$ cat config.mk
export PLATFORM = sky130hd
export DESIGN_NAME = spmi_ext_long_master
export DESIGN_NICKNAME = d
export VERILOG_FILES = /design/src/sv/sxlm_pkg.sv /design/src/sv/sxlm_in_reg.sv /design/src/sv/sxlm_seq.sv /design/src/sv/spmi_ext_long_master.sv
export SDC_FILE = /design/constraint.sdc
export NUM_CORES = 1
export LEC_CHECK = 0
export ABC_AREA = 1
export BUFFER_PORTS_ARGS = -buffer_cell sky130_fd_sc_hd__buf_2
export CORE_ASPECT_RATIO = 0.5
export CORE_MARGIN = 4
export CORE_UTILIZATION = 62
export CTS_BUF_LIST = sky130_fd_sc_hd__clkbuf_8
export DETAILED_ROUTE_END_ITERATION = 12
export HOLD_SLACK_MARGIN = 0.05
export PLACE_DENSITY = 0.83
export SLEW_MARGIN = 10
export SYNTH_ARGS = -nofsm -noshare
export SYNTH_HDL_FRONTEND = slang
export SYNTH_SLANG_ARGS = --single-unit
$ cat constraint.sdc
create_clock -name clk_i -period 7 [get_ports clk_i]
set_input_delay 1.4 -clock clk_i [delete_from_list [all_inputs] [get_ports clk_i]]
set_output_delay 1.4 -clock clk_i [all_outputs]
set_load 0.02 [all_outputs]
$ cat src/sv/sxlm_pkg.sv
`timescale 1ns / 1ps
`default_nettype none

package sxlm_pkg;

  // Largest burst of the long register commands
  localparam int unsigned MAX_BYTES   = 8;
  localparam int unsigned HP_W        = 10;
  localparam logic [HP_W-1:0] HP_RESET = 10'd10;

  localparam int unsigned PRE_LEN     = 27;
  localparam logic [3:0] CMD_BL_LOAD  = 4'd13;
  localparam logic [3:0] BYTE_BL_LOAD = 4'd9;
  localparam logic [3:0] RX_BITS      = 4'd9;
  localparam logic [3:0] HDR_FRAMES   = 4'd3;
  localparam logic [7:0] CMD_WRITE    = 8'h30;
  localparam logic [7:0] CMD_READ     = 8'h38;

  localparam int unsigned IN_TDATA_W  = 96;
  localparam int unsigned OUT_TDATA_W = 72;

  typedef enum logic [12:0] {
    ST_IDLE    = 13'b0000000000001,
    ST_PRE     = 13'b0000000000010,
    ST_TX_HI   = 13'b0000000000100,
    ST_TX_LO   = 13'b0000000001000,
    ST_PARK_HI = 13'b0000000010000,
    ST_PARK_LO = 13'b0000000100000,
    ST_ACK_HI  = 13'b0000001000000,
    ST_ACK_LO  = 13'b0000010000000,
    ST_END_HI  = 13'b0000100000000,
    ST_END_LO  = 13'b0001000000000,
    ST_RX_HI   = 13'b0010000000000,
    ST_RX_LO   = 13'b0100000000000,
    ST_DONE    = 13'b1000000000000
  } state_e;

  typedef enum logic [1:0] {
    STAT_OK     = 2'd0,
    STAT_NACK   = 2'd1,
    STAT_PARITY = 2'd2
  } status_e;

  typedef struct packed {
    logic        start_req;
    logic        opcode;
    logic [3:0]  slave_id;
    logic [15:0] reg_addr;
    logic [3:0]  byte_count;
    logic [63:0] write_data;
    logic        data_in;
  } in_item_t;

  typedef struct packed {
    logic        clock_out;
    logic        clock_drive;
    logic        data_out;
    logic        data_drive;
    logic        busy_res;
    logic        done_res;
    logic [1:0]  status;
    logic [63:0] read_data;
  } res_t;

  // Odd parity over up to 12 bits: 1 when the number of ones is even
  function automatic logic odd_par(input logic [11:0] v);
    return ~^v;
  endfunction

  // Arbitration and start-condition levels: {data enable, data, clock}
  function automatic logic [2:0] pre_level(input logic [4:0] idx);
    logic [2:0] lv;
    lv = 3'd0;
    case (idx)
      5'd0, 5'd1:                         lv = 3'd4;
      5'd2, 5'd3, 5'd4, 5'd5, 5'd6:       lv = 3'd6;
      5'd7:                               lv = 3'd7;
      5'd8:                               lv = 3'd6;
      5'd9:                               lv = 3'd5;
      5'd10:                              lv = 3'd4;
      5'd11:                              lv = 3'd7;
      5'd12:                              lv = 3'd6;
      5'd13, 5'd15, 5'd17, 5'd19, 5'd21:  lv = 3'd1;
      5'd14, 5'd16, 5'd18, 5'd20, 5'd22:  lv = 3'd0;
      5'd23:                              lv = 3'd7;
      5'd24, 5'd25:                       lv = 3'd6;
      5'd26:                              lv = 3'd4;
      default:                            lv = 3'd0;
    endcase
    return lv;
  endfunction

endpackage

`default_nettype wire

$ cat src/sv/sxlm_in_reg.sv
`timescale 1ns / 1ps
`default_nettype none

module sxlm_in_reg (
  input  wire                               clk_i,
  input  wire                               rst_ni,
  input  wire                               s_axis_tvalid,
  output logic                              s_axis_tready,
  input  wire [sxlm_pkg::IN_TDATA_W-1:0]    s_axis_tdata,
  input  wire                               s_axis_tuser,
  input  wire                               adv_i,
  output logic                              vld_o,
  output sxlm_pkg::in_item_t                item_o
);
  import sxlm_pkg::*;

  logic     vld_q, vld_d;
  in_item_t item_q;
  logic     take;

  assign s_axis_tready = !vld_q || adv_i;
  assign take          = s_axis_tvalid && s_axis_tready;

  always_comb begin
    vld_d = vld_q;
    if (take) begin
      vld_d = 1'b1;
    end else if (adv_i) begin
      vld_d = 1'b0;
    end
  end

  always_ff @(posedge clk_i or negedge rst_ni) begin
    if (!rst_ni) begin
      vld_q <= 1'b0;
    end else begin
      vld_q <= vld_d;
    end
  end

  // unpack the transaction: opcode rides on tuser
  always_ff @(posedge clk_i) begin
    if (take) begin
      item_q.start_req  <= s_axis_tdata[0];
      item_q.opcode     <= s_axis_tuser;
      item_q.slave_id   <= s_axis_tdata[4:1];
      item_q.reg_addr   <= s_axis_tdata[20:5];
      item_q.byte_count <= s_axis_tdata[24:21];
      item_q.write_data <= s_axis_tdata[88:25];
      item_q.data_in    <= s_axis_tdata[89];
    end
  end

  assign vld_o  = vld_q;
  assign item_o = item_q;

endmodule

`default_nettype wire

$ cat src/sv/sxlm_seq.sv
`timescale 1ns / 1ps
`default_nettype none

module sxlm_seq (
  input  wire                       clk_i,
  input  wire                       rst_ni,
  input  wire                       cfg_we_i,
  input  wire [sxlm_pkg::HP_W-1:0]  cfg_wdata_i,
  input  wire                       step_i,
  input  sxlm_pkg::in_item_t        item_i,
  output sxlm_pkg::res_t            res_o
);
  import sxlm_pkg::*;

  typedef struct packed {
    logic [12:0] fs;
    logic [3:0]  bl;
  } frame_t;

  typedef struct packed {
    logic        opcode;
    logic [3:0]  slave_id;
    logic [15:0] reg_addr;
    logic [3:0]  byte_count;
    logic [63:0] write_data;
  } req_t;

  logic [HP_W-1:0] hp_q;
  state_e          state_q, state_d, cur;
  logic [4:0]      pre_idx_q, pre_idx_d;
  logic [9:0]      tick_q, tick_d;
  logic [12:0]     fs_q, fs_d;
  logic [3:0]      bl_q, bl_d;
  logic [3:0]      bi_q, bi_d;
  logic [63:0]     acc_q, acc_d;
  status_e         stat_q, stat_d;
  req_t            req_q, req_d;

  function automatic frame_t tx_frame(input logic [3:0] f, input req_t r);
    frame_t     fr;
    logic [7:0] v;
    logic [2:0] b;
    logic [11:0] cmd;
    b   = 3'(f - HDR_FRAMES);
    cmd = {r.slave_id, (r.opcode ? CMD_READ : CMD_WRITE) | {4'd0, r.byte_count - 4'd1}};
    case (f)
      4'd0:    v = 8'd0;
      4'd1:    v = r.reg_addr[15:8];
      4'd2:    v = r.reg_addr[7:0];
      default: v = r.write_data[8*b +: 8];
    endcase
    if (f == 4'd0) begin
      fr.fs = {cmd, odd_par(cmd)};
      fr.bl = CMD_BL_LOAD;
    end else begin
      fr.fs = {4'd0, v, odd_par({4'd0, v})};
      fr.bl = BYTE_BL_LOAD;
    end
    return fr;
  endfunction

  logic [HP_W-1:0] hp_eff;
  logic [HP_W:0]   tick_sum;
  logic [2:0]      lv;
  logic [3:0]      frames;
  logic [7:0]      rx_byte;
  logic            cnt_ok;
  frame_t          fr;

  assign hp_eff = (hp_q == '0) ? HP_W'(1) : hp_q;
  assign cnt_ok = (item_i.byte_count != 4'd0) && (item_i.byte_count <= 4'(MAX_BYTES));

  always_comb begin
    state_d   = state_q;
    pre_idx_d = pre_idx_q;
    tick_d    = tick_q;
    fs_d      = fs_q;
    bl_d      = bl_q;
    bi_d      = bi_q;
    acc_d     = acc_q;
    stat_d    = stat_q;
    req_d     = req_q;
    lv        = 3'd0;
    tick_sum  = '0;
    frames    = '0;
    rx_byte   = '0;
    fr        = '0;
    res_o     = '0;

    if (state_q == ST_IDLE && item_i.start_req && cnt_ok) begin
      req_d.opcode     = item_i.opcode;
      req_d.slave_id   = item_i.slave_id;
      req_d.reg_addr   = item_i.reg_addr;
      req_d.byte_count = item_i.byte_count;
      req_d.write_data = item_i.write_data;
      acc_d     = '0;
      stat_d    = STAT_OK;
      tick_d    = '0;
      pre_idx_d = '0;
      state_d   = ST_PRE;
    end

    cur = state_d;
    if (cur == ST_DONE) begin
      res_o.done_res = 1'b1;
      res_o.status   = stat_d;
      state_d        = ST_IDLE;
    end else if (cur != ST_IDLE) begin
      res_o.busy_res    = 1'b1;
      res_o.clock_drive = 1'b1;
      case (cur)
        ST_PRE:     lv = pre_level(pre_idx_d);
        ST_TX_HI,
        ST_TX_LO:   begin
          lv[2] = 1'b1;
          lv[0] = (cur == ST_TX_HI);
          if (bl_d != 4'd0 && bl_d <= CMD_BL_LOAD) begin
            lv[1] = fs_d[bl_d - 4'd1];
          end
        end
        ST_PARK_HI: lv = 3'd5;
        ST_ACK_HI,
        ST_END_HI,
        ST_RX_HI:   lv = 3'd1;
        default:    lv = 3'd0;
      endcase

      // sample on the first tick of the phase
      if (tick_d == '0) begin
        if (cur == ST_RX_HI) begin
          fs_d = {4'd0, fs_d[7:0], item_i.data_in};
        end else if (cur == ST_ACK_LO) begin
          stat_d = item_i.data_in ? STAT_OK : STAT_NACK;
        end
      end

      tick_sum = {1'b0, tick_d} + 1'b1;
      if (tick_sum >= {1'b0, hp_eff}) begin
        tick_d = '0;
        unique case (cur)
          ST_PRE: begin
            if (pre_idx_d < 5'(PRE_LEN - 1)) begin
              pre_idx_d = pre_idx_d + 5'd1;
            end else begin
              bi_d    = '0;
              fr      = tx_frame(4'd0, req_d);
              fs_d    = fr.fs;
              bl_d    = fr.bl;
              state_d = ST_TX_HI;
            end
          end
          ST_TX_HI:   state_d = ST_TX_LO;
          ST_TX_LO: begin
            if (bl_d != 4'd0) begin
              bl_d = bl_d - 4'd1;
            end
            if (bl_d != 4'd0) begin
              state_d = ST_TX_HI;
            end else begin
              bi_d   = bi_d + 4'd1;
              frames = HDR_FRAMES + (req_d.opcode ? 4'd0 : req_d.byte_count);
              if (bi_d < frames) begin
                fr      = tx_frame(bi_d, req_d);
                fs_d    = fr.fs;
                bl_d    = fr.bl;
                state_d = ST_TX_HI;
              end else begin
                state_d = ST_PARK_HI;
              end
            end
          end
          ST_PARK_HI: state_d = ST_PARK_LO;
          ST_PARK_LO: begin
            if (req_d.opcode) begin
              bi_d    = '0;
              bl_d    = RX_BITS;
              fs_d    = '0;
              state_d = ST_RX_HI;
            end else begin
              state_d = ST_ACK_HI;
            end
          end
          ST_ACK_HI:  state_d = ST_ACK_LO;
          ST_ACK_LO:  state_d = ST_END_HI;
          ST_END_HI:  state_d = ST_END_LO;
          ST_END_LO:  state_d = ST_DONE;
          ST_RX_HI:   state_d = ST_RX_LO;
          ST_RX_LO: begin
            if (bl_d != 4'd0) begin
              bl_d = bl_d - 4'd1;
            end
            if (bl_d != 4'd0) begin
              state_d = ST_RX_HI;
            end else begin
              rx_byte = fs_d[8:1];
              for (int k = 0; k < 8; k++) begin
                if (bi_d[2:0] == 3'(k)) begin
                  acc_d[8*k +: 8] = acc_d[8*k +: 8] | rx_byte;
                end
              end
              // drop out at the first bad byte
              if (fs_d[0] != odd_par({4'd0, rx_byte})) begin
                stat_d  = STAT_PARITY;
                state_d = ST_END_HI;
              end else begin
                bi_d = bi_d + 4'd1;
                if (bi_d < req_d.byte_count) begin
                  bl_d    = RX_BITS;
                  fs_d    = '0;
                  state_d = ST_RX_HI;
                end else begin
                  state_d = ST_END_HI;
                end
              end
            end
          end
          default:    state_d = ST_IDLE;
        endcase
      end else begin
        tick_d = tick_sum[HP_W-1:0];
      end
    end

    res_o.clock_out  = lv[0];
    res_o.data_out   = lv[1];
    res_o.data_drive = lv[2];
    res_o.read_data  = acc_d;
  end

  always_ff @(posedge clk_i or negedge rst_ni) begin
    if (!rst_ni) begin
      hp_q <= HP_RESET;
    end else if (cfg_we_i) begin
      hp_q <= cfg_wdata_i;
    end
  end

  always_ff @(posedge clk_i or negedge rst_ni) begin
    if (!rst_ni) begin
      state_q   <= ST_IDLE;
      pre_idx_q <= '0;
      tick_q    <= '0;
      acc_q     <= '0;
      stat_q    <= STAT_OK;
    end else if (step_i) begin
      state_q   <= state_d;
      pre_idx_q <= pre_idx_d;
      tick_q    <= tick_d;
      acc_q     <= acc_d;
      stat_q    <= stat_d;
    end
  end

  always_ff @(posedge clk_i) begin
    if (step_i) begin
      fs_q  <= fs_d;
      bl_q  <= bl_d;
      bi_q  <= bi_d;
      req_q <= req_d;
    end
  end

`ifndef ASSERT_OFF
  a_done_to_idle: assert property (@(posedge clk_i) disable iff (!rst_ni)
    (step_i && state_q == ST_DONE) |=> state_q == ST_IDLE)
    else $error("done phase not followed by idle");

  a_tx_bits: assert property (@(posedge clk_i) disable iff (!rst_ni)
    (state_q == ST_TX_HI || state_q == ST_TX_LO) |-> (bl_q != 4'd0 && bl_q <= CMD_BL_LOAD))
    else $error("transmit phase with no bit left");

  a_rx_index: assert property (@(posedge clk_i) disable iff (!rst_ni)
    (state_q == ST_RX_HI || state_q == ST_RX_LO) |-> bi_q < req_q.byte_count)
    else $error("read byte index past requested count");

  a_pre_index: assert property (@(posedge clk_i) disable iff (!rst_ni)
    state_q == ST_PRE |-> pre_idx_q < 5'(PRE_LEN))
    else $error("preamble index out of range");
`endif

endmodule

`default_nettype wire

$ cat src/sv/spmi_ext_long_master.sv
`timescale 1ns / 1ps
`default_nettype none

// Tick-driven bus master for extended register read long / write long.
// Each input transaction on the s_axis channel is one time tick: it carries a
// start request with its command fields and the sampled level of the data pin.
// Each accepted tick yields exactly one result transaction on m_axis with the
// clock and data pin levels and enables, busy, a one-tick done with status,
// and the bytes read so far.
// The clock phase length in ticks is set through cfg_we_i / cfg_wdata_i and
// should only be written while idle; 0 is taken as 1.
// An accepted tick goes through the input register and one pass of sequencer
// logic into the result register, which drives m_axis.
// Throughput: one tick per clock cycle while m_axis is not stalled; the
// sequencer state advances once per accepted tick.
// Reset: idle, both pins released, read data zero, phase length 10 ticks.
// A stalled m_axis holds its result; the input register fills and tready
// drops, so no tick is lost or repeated.

module spmi_ext_long_master (
  input  wire                               clk_i,
  input  wire                               rst_ni,
  input  wire                               cfg_we_i,
  input  wire [sxlm_pkg::HP_W-1:0]          cfg_wdata_i,
  input  wire                               s_axis_tvalid,
  output logic                              s_axis_tready,
  // tdata from bit 0: start_req, slave_id[3:0], reg_addr[15:0],
  // byte_count[3:0], write_data[63:0], data_in, zero fill
  input  wire [sxlm_pkg::IN_TDATA_W-1:0]    s_axis_tdata,
  // tuser: opcode
  input  wire                               s_axis_tuser,
  output logic                              m_axis_tvalid,
  input  wire                               m_axis_tready,
  // tdata from bit 0: clock_out, clock_drive, data_out, data_drive,
  // busy_res, done_res, status[1:0], read_data[63:0]
  output logic [sxlm_pkg::OUT_TDATA_W-1:0]  m_axis_tdata
);
  import sxlm_pkg::*;

  logic     adv;
  logic     in_vld;
  logic     step;
  in_item_t item;
  res_t     res;

  logic                   m_vld_q, m_vld_d;
  logic [OUT_TDATA_W-1:0] m_data_q;

  assign adv  = !m_vld_q || m_axis_tready;
  assign step = in_vld && adv;

  sxlm_in_reg u_in_reg (
    .clk_i         (clk_i),
    .rst_ni        (rst_ni),
    .s_axis_tvalid (s_axis_tvalid),
    .s_axis_tready (s_axis_tready),
    .s_axis_tdata  (s_axis_tdata),
    .s_axis_tuser  (s_axis_tuser),
    .adv_i         (adv),
    .vld_o         (in_vld),
    .item_o        (item)
  );

  sxlm_seq u_seq (
    .clk_i       (clk_i),
    .rst_ni      (rst_ni),
    .cfg_we_i    (cfg_we_i),
    .cfg_wdata_i (cfg_wdata_i),
    .step_i      (step),
    .item_i      (item),
    .res_o       (res)
  );

  always_comb begin
    m_vld_d = m_vld_q;
    if (step) begin
      m_vld_d = 1'b1;
    end else if (m_axis_tready) begin
      m_vld_d = 1'b0;
    end
  end

  always_ff @(posedge clk_i or negedge rst_ni) begin
    if (!rst_ni) begin
      m_vld_q <= 1'b0;
    end else begin
      m_vld_q <= m_vld_d;
    end
  end

  always_ff @(posedge clk_i) begin
    if (step) begin
      m_data_q <= {res.read_data, res.status, res.done_res, res.busy_res,
                   res.data_drive, res.data_out, res.clock_drive, res.clock_out};
    end
  end

  assign m_axis_tvalid = m_vld_q;
  assign m_axis_tdata  = m_data_q;

endmodule

`default_nettype wire

# Word level (Yosys, flattened, before mapping)
# Memories as Yosys holds them, arrays and structs flattened.
# Cells that the tools add are included.
# op_classes
n_addsub	7
order_cmp	7
n_eq_ne	29
shift	1
muxes	106
bitwise_logic	11
reduce_logical	30
# op_table
op	count
two-way mux 64 bit	6
two-way mux 13 bit	20
one-hot mux 13 bit (11 select lines)	1
two-way mux 8 bit	14
two-way mux 4 bit	23
two-way mux 89 bit	1
bitwise OR 8 bit	8
variable part select 64 x 7 -> 8 bit	1
one-hot mux 13 bit (4 select lines)	1
two-way mux 10 bit	5
XNOR reduction 12 bit	3
two-way mux 5 bit	7
one-hot mux 4 bit (4 select lines)	2
one-hot mux 8 bit (3 select lines)	1
two-way mux 11 bit	2
zero test 10 bit	2
two-way mux 2 bit	10
nonzero test 4 bit	5
two-way mux 17 bit	1
== test 13 x 1 -> 1 bit, second input constant	1
== test 13 x 10 -> 1 bit, second input constant	1
== test 13 x 11 -> 1 bit, second input constant	1
== test 13 x 12 -> 1 bit, second input constant	1
== test 13 bit, second input constant	1
other kinds (45)	73
# word_totals
regBits	379
rom_bits	96
out_inout_bits	74
word_cells	218
memories	1
# memory_table
name	depth	word_bits	rd	rd_clocked_by_memory_dff	wr	line	text
(no name shown)	32	3	1	0	0	sxlm_pkg.sv:74	case (idx)

# Logic depth before layout (Yosys ltp)
# Gate-level depths: netlist of run 1.
# depth
depth_word	21
depth_mapped	33
mapped_depth_nobuf	30

# Cells and area by module
# A second synthesis of run 1 with hierarchy kept.
# hier_totals
cells_unflattened	1964
hier_area_um2	18332.6
# by_module_without_submodules
mod	n_inst	cells_each	area_per_inst_um2	seq_area_each_um2
sxlm_seq	1	1789	13347.8	5909.4
sxlm_in_reg	1	97	2777.7	2757.6
spmi_ext_long_master	1	78	2207.1	2187.1

# Least setup slack after synthesis of run 1
# No wires, ideal clock.
# synth_timing
path_kind	input to register
start	input port m_axis_tready
end	register u_seq.pre_idx_q[1]
arrival_time_ns	6.409
required_time_ns	6.630
path_slack_ns	0.221
cell_stages	6
path_buffers	1
path_cell_list	inv_1 -> nand2_1 -> nand2_1 -> inv_1 -> clkbuf_1 -> o21ai_0
# synth_via
elab_chain_len	2
# synth_rtl
element	line	text
start: declaration	spmi_ext_long_master.sv:33	input wire m_axis_tready,
logical OR 1 bit	spmi_ext_long_master.sv:49	assign adv = !m_vld_q || m_axis_tready;
logical AND 1 bit	spmi_ext_long_master.sv:50	assign step = in_vld && adv;
end signal: assignment	sxlm_seq.sv:247	pre_idx_q <= pre_idx_d;
end: declaration	sxlm_seq.sv:30	logic [4:0] pre_idx_q, pre_idx_d;
# Every way passes these cells.
# A chain may end at the register's enable or synchronous reset.

==> results of run 1 <==
==> area by class of cell <==
cell class	count	area (um^2)
clock inverters	39	239
multi-input cells	1256	6600
clock buffers	52	716
flip-flops and latches	378	10800
fillers	2155	8480
inverters	283	1070
well taps	391	489
repair buffers	197	1030
==> worst max-delay path: cells and delay by family, from the launching register on <==
| family | cells | cell delay (ns) |
|---|---|---|
| compound gates | 4 | 0.54 |
| fa+ha+maj | 1 | 0.26 |
| buf+inv | 5 | 1.57 |
| flops | 1 | 0.40 |
| simple gates | 14 | 1.90 |
==> registers in the layout, summed over array words and instances (netlist names) <==
| name | flops |
|---|---|
| u_seq.pre_idx_q | 5 |
| u_seq.acc_q | 64 |
| u_seq.bl_q | 4 |
| u_seq.bi_q | 4 |
| u_seq.state_q | 13 |
| u_seq.stat_q | 2 |
| u_seq.hp_q | 10 |
| m_axis_tvalid | 1 |
| u_in_reg.item_o | 91 |
| u_seq.tick_q | 10 |
| m_axis_tdata | 71 |
| u_seq.req_q | 89 |
| u_seq.fs_q | 13 |
| u_in_reg.vld_o | 1 |
==> per-layer routing <==
layer	wire length, um	share of wire (%)
met3	3810	8.4
met1	19700	43
met4	1160	2.6
met2	20600	46
met5	0	0
==> synthesized netlist by cell type (all sizes together) (8+ instances only) <==
| master | n | area (um^2) |
|---|---|---|
| o21a | 19 | 143 |
| nand2 | 441 | 1740 |
| and2 | 31 | 194 |
| nor3 | 20 | 131 |
| a21oi | 30 | 150 |
| nor2 | 154 | 709 |
| edfxtp | 272 | 8170 |
| a22oi | 9 | 67.6 |
| clkbuf | 53 | 199 |
| xor2 | 9 | 78.8 |
| nand4 | 14 | 93.8 |
| o211ai | 9 | 67.6 |
| buf | 23 | 148 |
| dfrtp | 103 | 2580 |
| nand3b | 32 | 240 |
| o22ai | 73 | 463 |
| nand3 | 188 | 968 |
| inv | 280 | 1050 |
| xnor2 | 8 | 70.1 |
| ha | 32 | 400 |
| o21ai | 149 | 764 |
==> how the worst max path moves through the flow <==
stage | to | slack (ns)
2_1_floorplan | u_seq.pre_idx_q[1] | 0.22
3_3_place_gp | u_seq.fs_q[1] | 2.27
3_5_place_dp | u_seq.fs_q[1] | 2.20
4_1_cts | u_seq.fs_q[1] | 2.17
5_1_grt | m_axis_tdata[24] | 1.55
6_report | u_seq.fs_q[1] | 2.07
==> cells in the final DEF (no fill, tap or decap), drive strengths merged, types with 9 or more instances in the layout <==
master  count
nand4      14
o211ai      9
buf       197
edfxtp    272
and2       31
nor3       20
a21oi      30
clkinv     18
clkbuf     52
o21a       19
xor2        9
nand3     188
o21ai     149
inv       300
a22oi       9
dfrtp     103
o22ai      73
nor2      154
nand3b     32
ha         32
nand2     441
==> cell families after synthesis <==
group | share of synthesized area (%)
fa+ha+maj | 2.13
flops | 57.5
compound gates | 10.2
xor+xnor | 0.791
simple gates | 21.9
buf+inv | 7.50
==> power by group <==
group,total [mW],internal (mW),switching (mW),leakage (nW)
Sequential,3.35,3.13,0.219,3.90
Combinational,2.57,0.831,1.74,4.90
Clock,1.62,0.802,0.815,0.569
Total,7.53,4.76,2.77,9.37
==> stage by stage <==
stage	hold WS (ns)	util, %	total power [mW]
2_1_floorplan	0.475	-	5.24
3_3_place_gp	0.494	68.0	5.79
3_5_place_dp	0.513	68.0	5.91
4_1_cts	0.523	71.2	7.52
5_1_grt	0.547	71.2	8.02
6_report	0.517	71.2	7.53
==> run summary, run 1 <==
=================================================================================
Run status                                                           complete, no violations
Total global routing track utilization                                      26.7%
Vias in the first global route                                              14000
Number of synthesized flops with an enable pin                                272
Worst min-delay path startpoint                                      u_seq.hp_q[1]
Startpoint type of the worst setup path                                      flop
Syn Nets                                                                     2137
Standard cell core area                                                29500 um^2
Least-Margin Pin Slew                                                     1.01 ns
Power per unit of standard cell area                                  359 nW/um^2
Number of DRC markers in iteration 0                                         1843
Remaining antenna violation count after routing                                 0
Static Leak                                                               9.37 nW
NumNets Final                                                                2311
Crit Path Class                                                      flop to flop
Total iterations of the first detailed-routing run                              6
Largest clock skew in the final design                                  0.0246 ns
Maximum number of pins on one net before global-route repair                   80
Worst hold path stage count                                                     2
Worst setup path startpoint                                          u_in_reg.item_o[65]
Post CTS Setup Buffer Count                                                     0
Area after DPL                                                         20000 um^2
Warnings from Yosys                                                             0
Sink Count                                                                    378
Gate Count Post-Synth                                                        1993
GRT overflow                                                                    0
Worst ir drop on vdd                                                     0.168 mV
Layout area overhead                                                        11.5%
Arr. time, crit path                                                      5.28 ns
Cell area after synthesis                                              18800 um^2
Most common cell on crit path                                             nand2_1
Number of unique standard cell types used by synthesis                         59
DP Worst Slack                                                            2.20 ns
Met2 layer usage reported by global route                                   41.4%
Area of the die                                                        33400 um^2
Post-synthesis area per instance                                        9.44 um^2
Number of synthesized register bits                                           378
Number of primary I/O pins                                                    186
Part of the cycle the worst path needs                                      70.4%
Worst Hold Path EP                                                   u_seq.hp_q[1]
Die height                                                                 131 um
# diodes                                                                        0
Maximum root-to-sink buffer count                                               3
H-tree levels                                                                   2
Tightest slew margin relative to the limit                                  32.0%
Library cell used as clock root buffer                                   clkbuf_8
Crit end category                                                            flop
Startpoint of the lowest-slack register-to-register path             u_in_reg.item_o[65]
Proportion of layout cells with a drive suffix above 1                      15.4%
Pins Over Slew Limit                                                            0
Ys async rst share                                                          28.0%
Worst Setup Slack, final                                                  2.07 ns
Number of failing hold endpoints at the final stage                             0
Wire length of the first global-routing pass                             72100 um
Global Route met1 Usage                                                     38.7%
Quantity of gates resized following cts                                         0
Initial cell density of the core                                            63.9%
Routed vias                                                                 14900
Post-route DRC                                                                  0
Count of cells along the worst register-to-register path                       24
Most used routing layer in global routing                                    met2
Clock slew seen by the registers of the worst setup and hold paths        0.07 ns
Hold WC Path Type                                                    flop to flop
Inserted Clock Buffers                                                         51
Crit-path slowest cell                                                      buf_4
Crit Reg-Reg Endpoint                                                u_seq.fs_q[1]
Endpoint required time on the critical path                               7.36 ns
Total negative slack for setup checks                                        0 ns
Max frequency                                                             203 MHz
Worst-path cell chain                                                nor2_1, nand3_1, nand2_2, buf_4, nand4_1, inv_2, buf_4, nand2_1, nand2_1, inv_1, nand2_1, a211oi_1, a31oi_1, ha_1, a21oi_1, nand2_1, nor2_2, inv_1, nand2_1, nand2_1, nand2_1, o311ai_0, nand2_1, nand2_1
Number of violations of the max-capacitance limit                               0
Main synth FF type                                                       edfxtp_1
Met3 usage in global routing                                                5.25%
Setup repair after global routing missed its margin                            no
Finish-stage setup viols                                                        0
Sum of routed wire length over all layers                                45300 um
Clock tree from TritonCTS                                                    done
Number of antenna violations at the first check in global routing               0
Fin crit period                                                           4.93 ns
Seq/Total Area, Yosys                                                       57.5%
Mean number of vias per cell                                                 5.73
Detailed-placement wirelength estimate                                   30300 um
Stage delay of the slowest cell on the critical path                      0.63 ns
Later-pin clock latency in the skew report                                0.60 ns
Final design instance area without fill                                21000 um^2
Placed insts                                                                 2505
Critical-path maximum fanout                                                   73
Setup slack on the worst flop-to-flop path                                2.07 ns
Post-route insts no fill                                                     2596
Placer Congestion                                                           0.967
Hold buffers post-CTS                                                           0
Number of placement rows                                                       44
Number of input and output port buffers inserted                              179
Die Width                                                                  254 um
Routed wire per std cell                                                  17.4 um
=================================================================================
Power figures use the tool's default switching activity.
==> run 2: changes to the inputs <==
- clock period: 7 -> 5 ns (I/O delays scaled with it)
==> run summary, run 2 (synthesis results as in run 1) <==
=================================================================================
Routed wire per std cell                                                  17.3 um
DP Worst Slack                                                           0.456 ns
Crit-path slowest cell                                                   edfxtp_1
Later-pin clock latency in the skew report                                0.62 ns
Number of primary I/O pins                                                    186
Number of input and output port buffers inserted                              179
Startpoint of the lowest-slack register-to-register path             u_in_reg.item_o[65]
Fill cell total of the finished layout                                       2171
Endpoint required time on the critical path                               5.37 ns
Largest clock skew in the final design                                  0.0351 ns
Least-Margin Pin Slew                                                     1.05 ns
Post-route DRC                                                                  0
Worst Setup Slack, final                                                 0.522 ns
Number of antenna violations at the first check in global routing               0
Count of cells along the worst register-to-register path                       25
Worst ir drop on vdd                                                     0.328 mV
Crit Reg-Reg Endpoint                                                u_seq.fs_q[1]
Routed vias                                                                 14700
Number of placement rows                                                       44
Largest delay share family, worst path                               simple AND/OR/NAND/NOR gates
Hold WC Path Type                                                    primary input to asynchronous set/reset pin
Leading cell type in the layout, fill and taps excluded                   nand2_1
Sink Count                                                                    378
H-tree levels                                                                   2
Detailed-placement wirelength estimate                                   30400 um
Finish-stage setup viols                                                        0
Number of failing hold endpoints at the final stage                             0
Leading cell types in the layout, fill and taps excluded             nand2_1, inv_1, edfxtp_1
Sum of routed wire length over all layers                                45300 um
Critical-path maximum fanout                                                   44
Layout area overhead                                                        12.1%
Power per unit of standard cell area                                  503 nW/um^2
NumNets Final                                                                2321
Vias in the first global route                                              13900
Wire length of the first global-routing pass                             71800 um
Max FFs per register                                                           91
Number of violations of the max-capacitance limit                               0
Fin crit period                                                           4.48 ns
Stage delay of the slowest cell on the critical path                      0.38 ns
Library cell used as clock root buffer                                   clkbuf_8
Number of DRC markers in iteration 0                                         1735
Maximum root-to-sink buffer count                                               3
Max frequency                                                             223 MHz
Total iterations of the first detailed-routing run                              5
Clock slew seen by the registers of the worst setup and hold paths        0.08 ns
Total global routing track utilization                                      26.6%
Setup slack on the worst flop-to-flop path                                0.52 ns
Mean number of vias per cell                                                 5.65
Maximum number of pins on one net before global-route repair                  181
Part of the cycle the worst path needs                                      89.6%
Remaining antenna violation count after routing                                 0
Area of the die                                                        33400 um^2
Buf/Inv on CP                                                                   5
Post CTS Setup Buffer Count                                                     0
GRT overflow                                                                    0
Inserted Clock Buffers                                                         52
Placer Congestion                                                           0.966
Clock tree from TritonCTS                                                    done
Crit Path Class                                                      flop to flop
Initial cell density of the core                                            63.9%
Static Leak                                                               9.39 nW
Run status                                                           complete, no violations
Die height                                                                 131 um
Most common cell on crit path                                             nand2_1
Pins Over Slew Limit                                                            0
Total negative slack for setup checks                                        0 ns
Tightest slew margin relative to the limit                                  29.7%
Arr. time, crit path                                                      4.85 ns
# diodes                                                                        0
Standard cell core area                                                29500 um^2
Die Width                                                                  254 um
Startpoint type of the worst setup path                                      flop
Setup repair after global routing missed its margin                            no
Crit end category                                                            flop
Proportion of layout cells with a drive suffix above 1                      15.8%
=================================================================================
## run 2: where the power goes
| group | internal (mW) | switching [mW] | leakage (nW) |
|---|---|---|---|
| logic | 1.20 | 2.44 | 4.94 |
| clock network | 1.11 | 1.18 | 0.546 |
| registers | 4.38 | 0.292 | 3.90 |
## run 2: final cells by class
type                            instances  area (um^2)  share of cell area [%]
Inverter                              283         1070                    5.08
Timing Repair Buffer                  206         1120                    5.31
Multi-Input combinational cell       1256         6610                    31.3
Tap cell                              391          489                    2.32
Clock inverter                         44          235                    1.12
Clock buffer                           54          743                    3.52
Sequential cell                       378        10800                    51.3
## run 2: worst max-delay path by stage
stage | from | to | slack, ns | depth (start not counted)
after floorplan | u_seq.state_q[0] | u_seq.bi_q[0] | 0.75 | 25
after global placement | u_in_reg.item_o[65] | u_seq.fs_q[1] | 0.52 | 25
after detailed placement | u_in_reg.item_o[65] | u_seq.fs_q[1] | 0.46 | 25
after CTS | u_in_reg.item_o[65] | u_seq.fs_q[1] | 0.45 | 25
after global routing | u_in_reg.item_o[65] | u_seq.fs_q[1] | 0.01 | 25
final | u_in_reg.item_o[65] | u_seq.fs_q[1] | 0.52 | 25
## run 2: metrics by stage
stage / instances / hold WS, ns / total power, mW / util, % / area, um^2
finish: 2612 / 0.290 / 10.6 / 71.6 / 21100
global route: 2612 / 0.293 / 11.3 / 71.6 / 21100
CTS: 2612 / 0.279 / 10.6 / 71.6 / 21100
detailed placement: 2514 / 0.517 / 8.31 / 68.2 / 20100
global placement: 2514 / 0.495 / 8.18 / 68.2 / 20100
floorplan: 1993 / 0.475 / 7.31 / - / 18800
## run 2: routing by layer
layer / up-vias / GRT usage [%] / wire [um]
li1: 7118 / - / -
met1: 6873 / 38.4 / 19600
met2: 656 / 41.3 / 20500
met3: 98 / 5.59 / 4000
met4: 0 / 8.09 / 1240
met5: - / 0 / 0
## run 2: what timing repair did
| item | 4_1_cts | 5_1_grt |
|---|---|---|
| hold buffers | 0 | 0 |
| setup endpoints to repair | 0 | 10 |
| gates resized for setup | 0 | 4 |
| hold endpoints to repair | 0 | 0 |
==> run 3: changes to the inputs <==
- CORE_ASPECT_RATIO: 0.5 -> default
- CORE_UTILIZATION: 62 -> 60
- CTS_BUF_LIST: sky130_fd_sc_hd__clkbuf_8 -> default
- PLACE_DENSITY: 0.83 -> 0.81
==> run summary, run 3 (synthesis results as in run 1) <==
=================================================================================
Run status                                                           complete, no violations
Max FFs per register                                                           91
Setup repair after global routing missed its margin                            no
H-tree levels                                                                   2
Standard cell core area                                                30700 um^2
Placer Congestion                                                           0.932
Wire length of the first global-routing pass                             73900 um
Library cell used as clock root buffer                                  clkbuf_16
Largest clock skew in the final design                                  0.0174 ns
Sink Count                                                                    378
Endpoint required time on the critical path                               5.28 ns
Number of violations of the max-capacitance limit                               0
Leading cell type in the layout, fill and taps excluded                   nand2_1
Clock slew seen by the registers of the worst setup and hold paths        0.06 ns
Die height                                                                 185 um
Layout area overhead                                                        13.8%
Routed wire per std cell                                                  17.8 um
Least-Margin Pin Slew                                                     1.13 ns
Max frequency                                                             221 MHz
Fill cell total of the finished layout                                       2281
Crit Path Class                                                      flop to flop
Area of the die                                                        34300 um^2
NumNets Final                                                                2307
Number of antenna violations at the first check in global routing               0
Maximum number of pins on one net before global-route repair                  181
Static Leak                                                               9.48 nW
DP Worst Slack                                                           0.578 ns
Arr. time, crit path                                                      4.82 ns
Pins Over Slew Limit                                                            0
Setup slack on the worst flop-to-flop path                                0.47 ns
Worst ir drop on vdd                                                     0.331 mV
Number of failing hold endpoints at the final stage                             0
Proportion of layout cells with a drive suffix above 1                      15.7%
Hold buffers post-CTS                                                           0
Area used by multi-input combinational logic                            6600 um^2
Post-route DRC                                                                  0
Power per unit of standard cell area                                  528 nW/um^2
Routed vias                                                                 15100
Inserted Clock Buffers                                                         40
Detailed-placement wirelength estimate                                   30700 um
Clock tree from TritonCTS                                                    done
Combined flip-flop and latch cell area                                 10800 um^2
Number of placement rows                                                       64
Leading cell types in the layout, fill and taps excluded             nand2_1, edfxtp_1, inv_1
# diodes                                                                        0
Crit end category                                                            flop
Fin crit period                                                           4.53 ns
Total negative slack for setup checks                                        0 ns
Die Width                                                                  185 um
Later-pin clock latency in the skew report                                0.53 ns
GRT overflow                                                                    0
Total iterations of the first detailed-routing run                              6
Finish-stage setup viols                                                        0
Maximum root-to-sink buffer count                                               3
Sum of routed wire length over all layers                                46200 um
Tightest slew margin relative to the limit                                  24.4%
Part of the cycle the worst path needs                                      90.7%
Total global routing track utilization                                      26.7%
Vias in the first global route                                              14500
Number of primary I/O pins                                                    186
Number of DRC markers in iteration 0                                         1699
Remaining antenna violation count after routing                                 0
Mean number of vias per cell                                                 5.81
Hold WC Path Type                                                    flop to flop
Critical-path maximum fanout                                                   44
Number of input and output port buffers inserted                              179
Startpoint type of the worst setup path                                      flop
Worst Setup Slack, final                                                 0.467 ns
Initial cell density of the core                                            61.2%
=================================================================================
==> run 3: cell count changes in the layout (fill, tap and decap cells not counted), moves of 2 or more <==
cell	delta
clkbuf_16	+41
clkbuf_8	-53
clkinv_1	-11
buf_4	-2
bufinv_16	+2
clkinv_2	+4
clkbuf_1	+5
inv_1	-14
inv_6	+3
==> run 3: final timing paths <==
path                                startpoint          endpoint  cells past startpoint
max in group asynchronous               rst_ni    u_seq.acc_q[2]                      2
setup / recovery           u_in_reg.item_o[65]     u_seq.fs_q[1]                     24
hold / removal                   u_seq.hp_q[1]     u_seq.hp_q[1]                      2
hold reg to reg                  u_seq.hp_q[1]     u_seq.hp_q[1]                      2
min in group asynchronous               rst_ni  u_seq.state_q[3]                      1
setup reg to reg           u_in_reg.item_o[65]     u_seq.fs_q[1]                     24
==> run 3: critical path, stage by stage, from the launching register on <==
cell and delay (ns):
edfxtp_1 0.40, nor2_1 0.16, nand3_1 0.10, nand2_2 0.12, buf_4 0.42, nand4_1 0.42, inv_2 0.19, buf_4 0.24
nand2_1 0.09, nand2_1 0.13, inv_1 0.09, nand2_1 0.12, a211oi_1 0.08, a31oi_1 0.17, ha_1 0.26, a21oi_1 0.16
nand2_1 0.11, nor2_2 0.22, inv_1 0.15, nand2_1 0.10, nand2_1 0.13, nand2_1 0.10, o311ai_0 0.15, nand2_1 0.11
nand2_1 0.06
==> run 3: cell type report <==
type | count | area share [%]
sequential | 378 | 50.5
multi-input combinational | 1256 | 30.8
timing repair buffer | 204 | 5.19
clock buffer | 48 | 5.01
inverter | 283 | 5.00
tap | 396 | 2.31
clock inverter | 26 | 1.10
==> run 3: metal layers <==
metal  GRT usage, %  part of all wire, %  up-vias
met1           36.0                   40     7108
met4           9.01                  3.4        0
met5              0                    0        -
li1               -                    -     7090
met2           45.1                   49      742
met3           3.81                  7.6      120
==> run 3: what timing repair did <==
action / in CTS / in global routing
endpoints found under the setup margin: 0 / 1
buffers inserted: 0 / 1
gates resized for setup: 0 / 1
==> run 3: power breakdown <==
| part | leakage (nW) | internal (mW) | switching, mW |
|---|---|---|---|
| clock network | 0.644 | 1.74 | 1.22 |
| logic | 4.94 | 1.19 | 2.47 |
| registers | 3.90 | 4.38 | 0.307 |
| total | 9.48 | 7.31 | 4.00 |
==> run 3: stage by stage <==
| stage | total power, mW | hold WS [ns] | cells | instance area, um^2 | util, % |
|---|---|---|---|---|---|
| after CTS | 11.3 | 0.520 | 2590 | 21400 | 69.6 |
| after global routing | 12.0 | 0.543 | 2591 | 21400 | 69.6 |
| after floorplan | 7.31 | 0.475 | 1993 | 18800 | - |
| after global placement | 8.11 | 0.501 | 2516 | 20100 | 65.3 |
| after detailed placement | 8.32 | 0.511 | 2516 | 20100 | 65.3 |
| final | 11.3 | 0.516 | 2591 | 21400 | 69.6 |
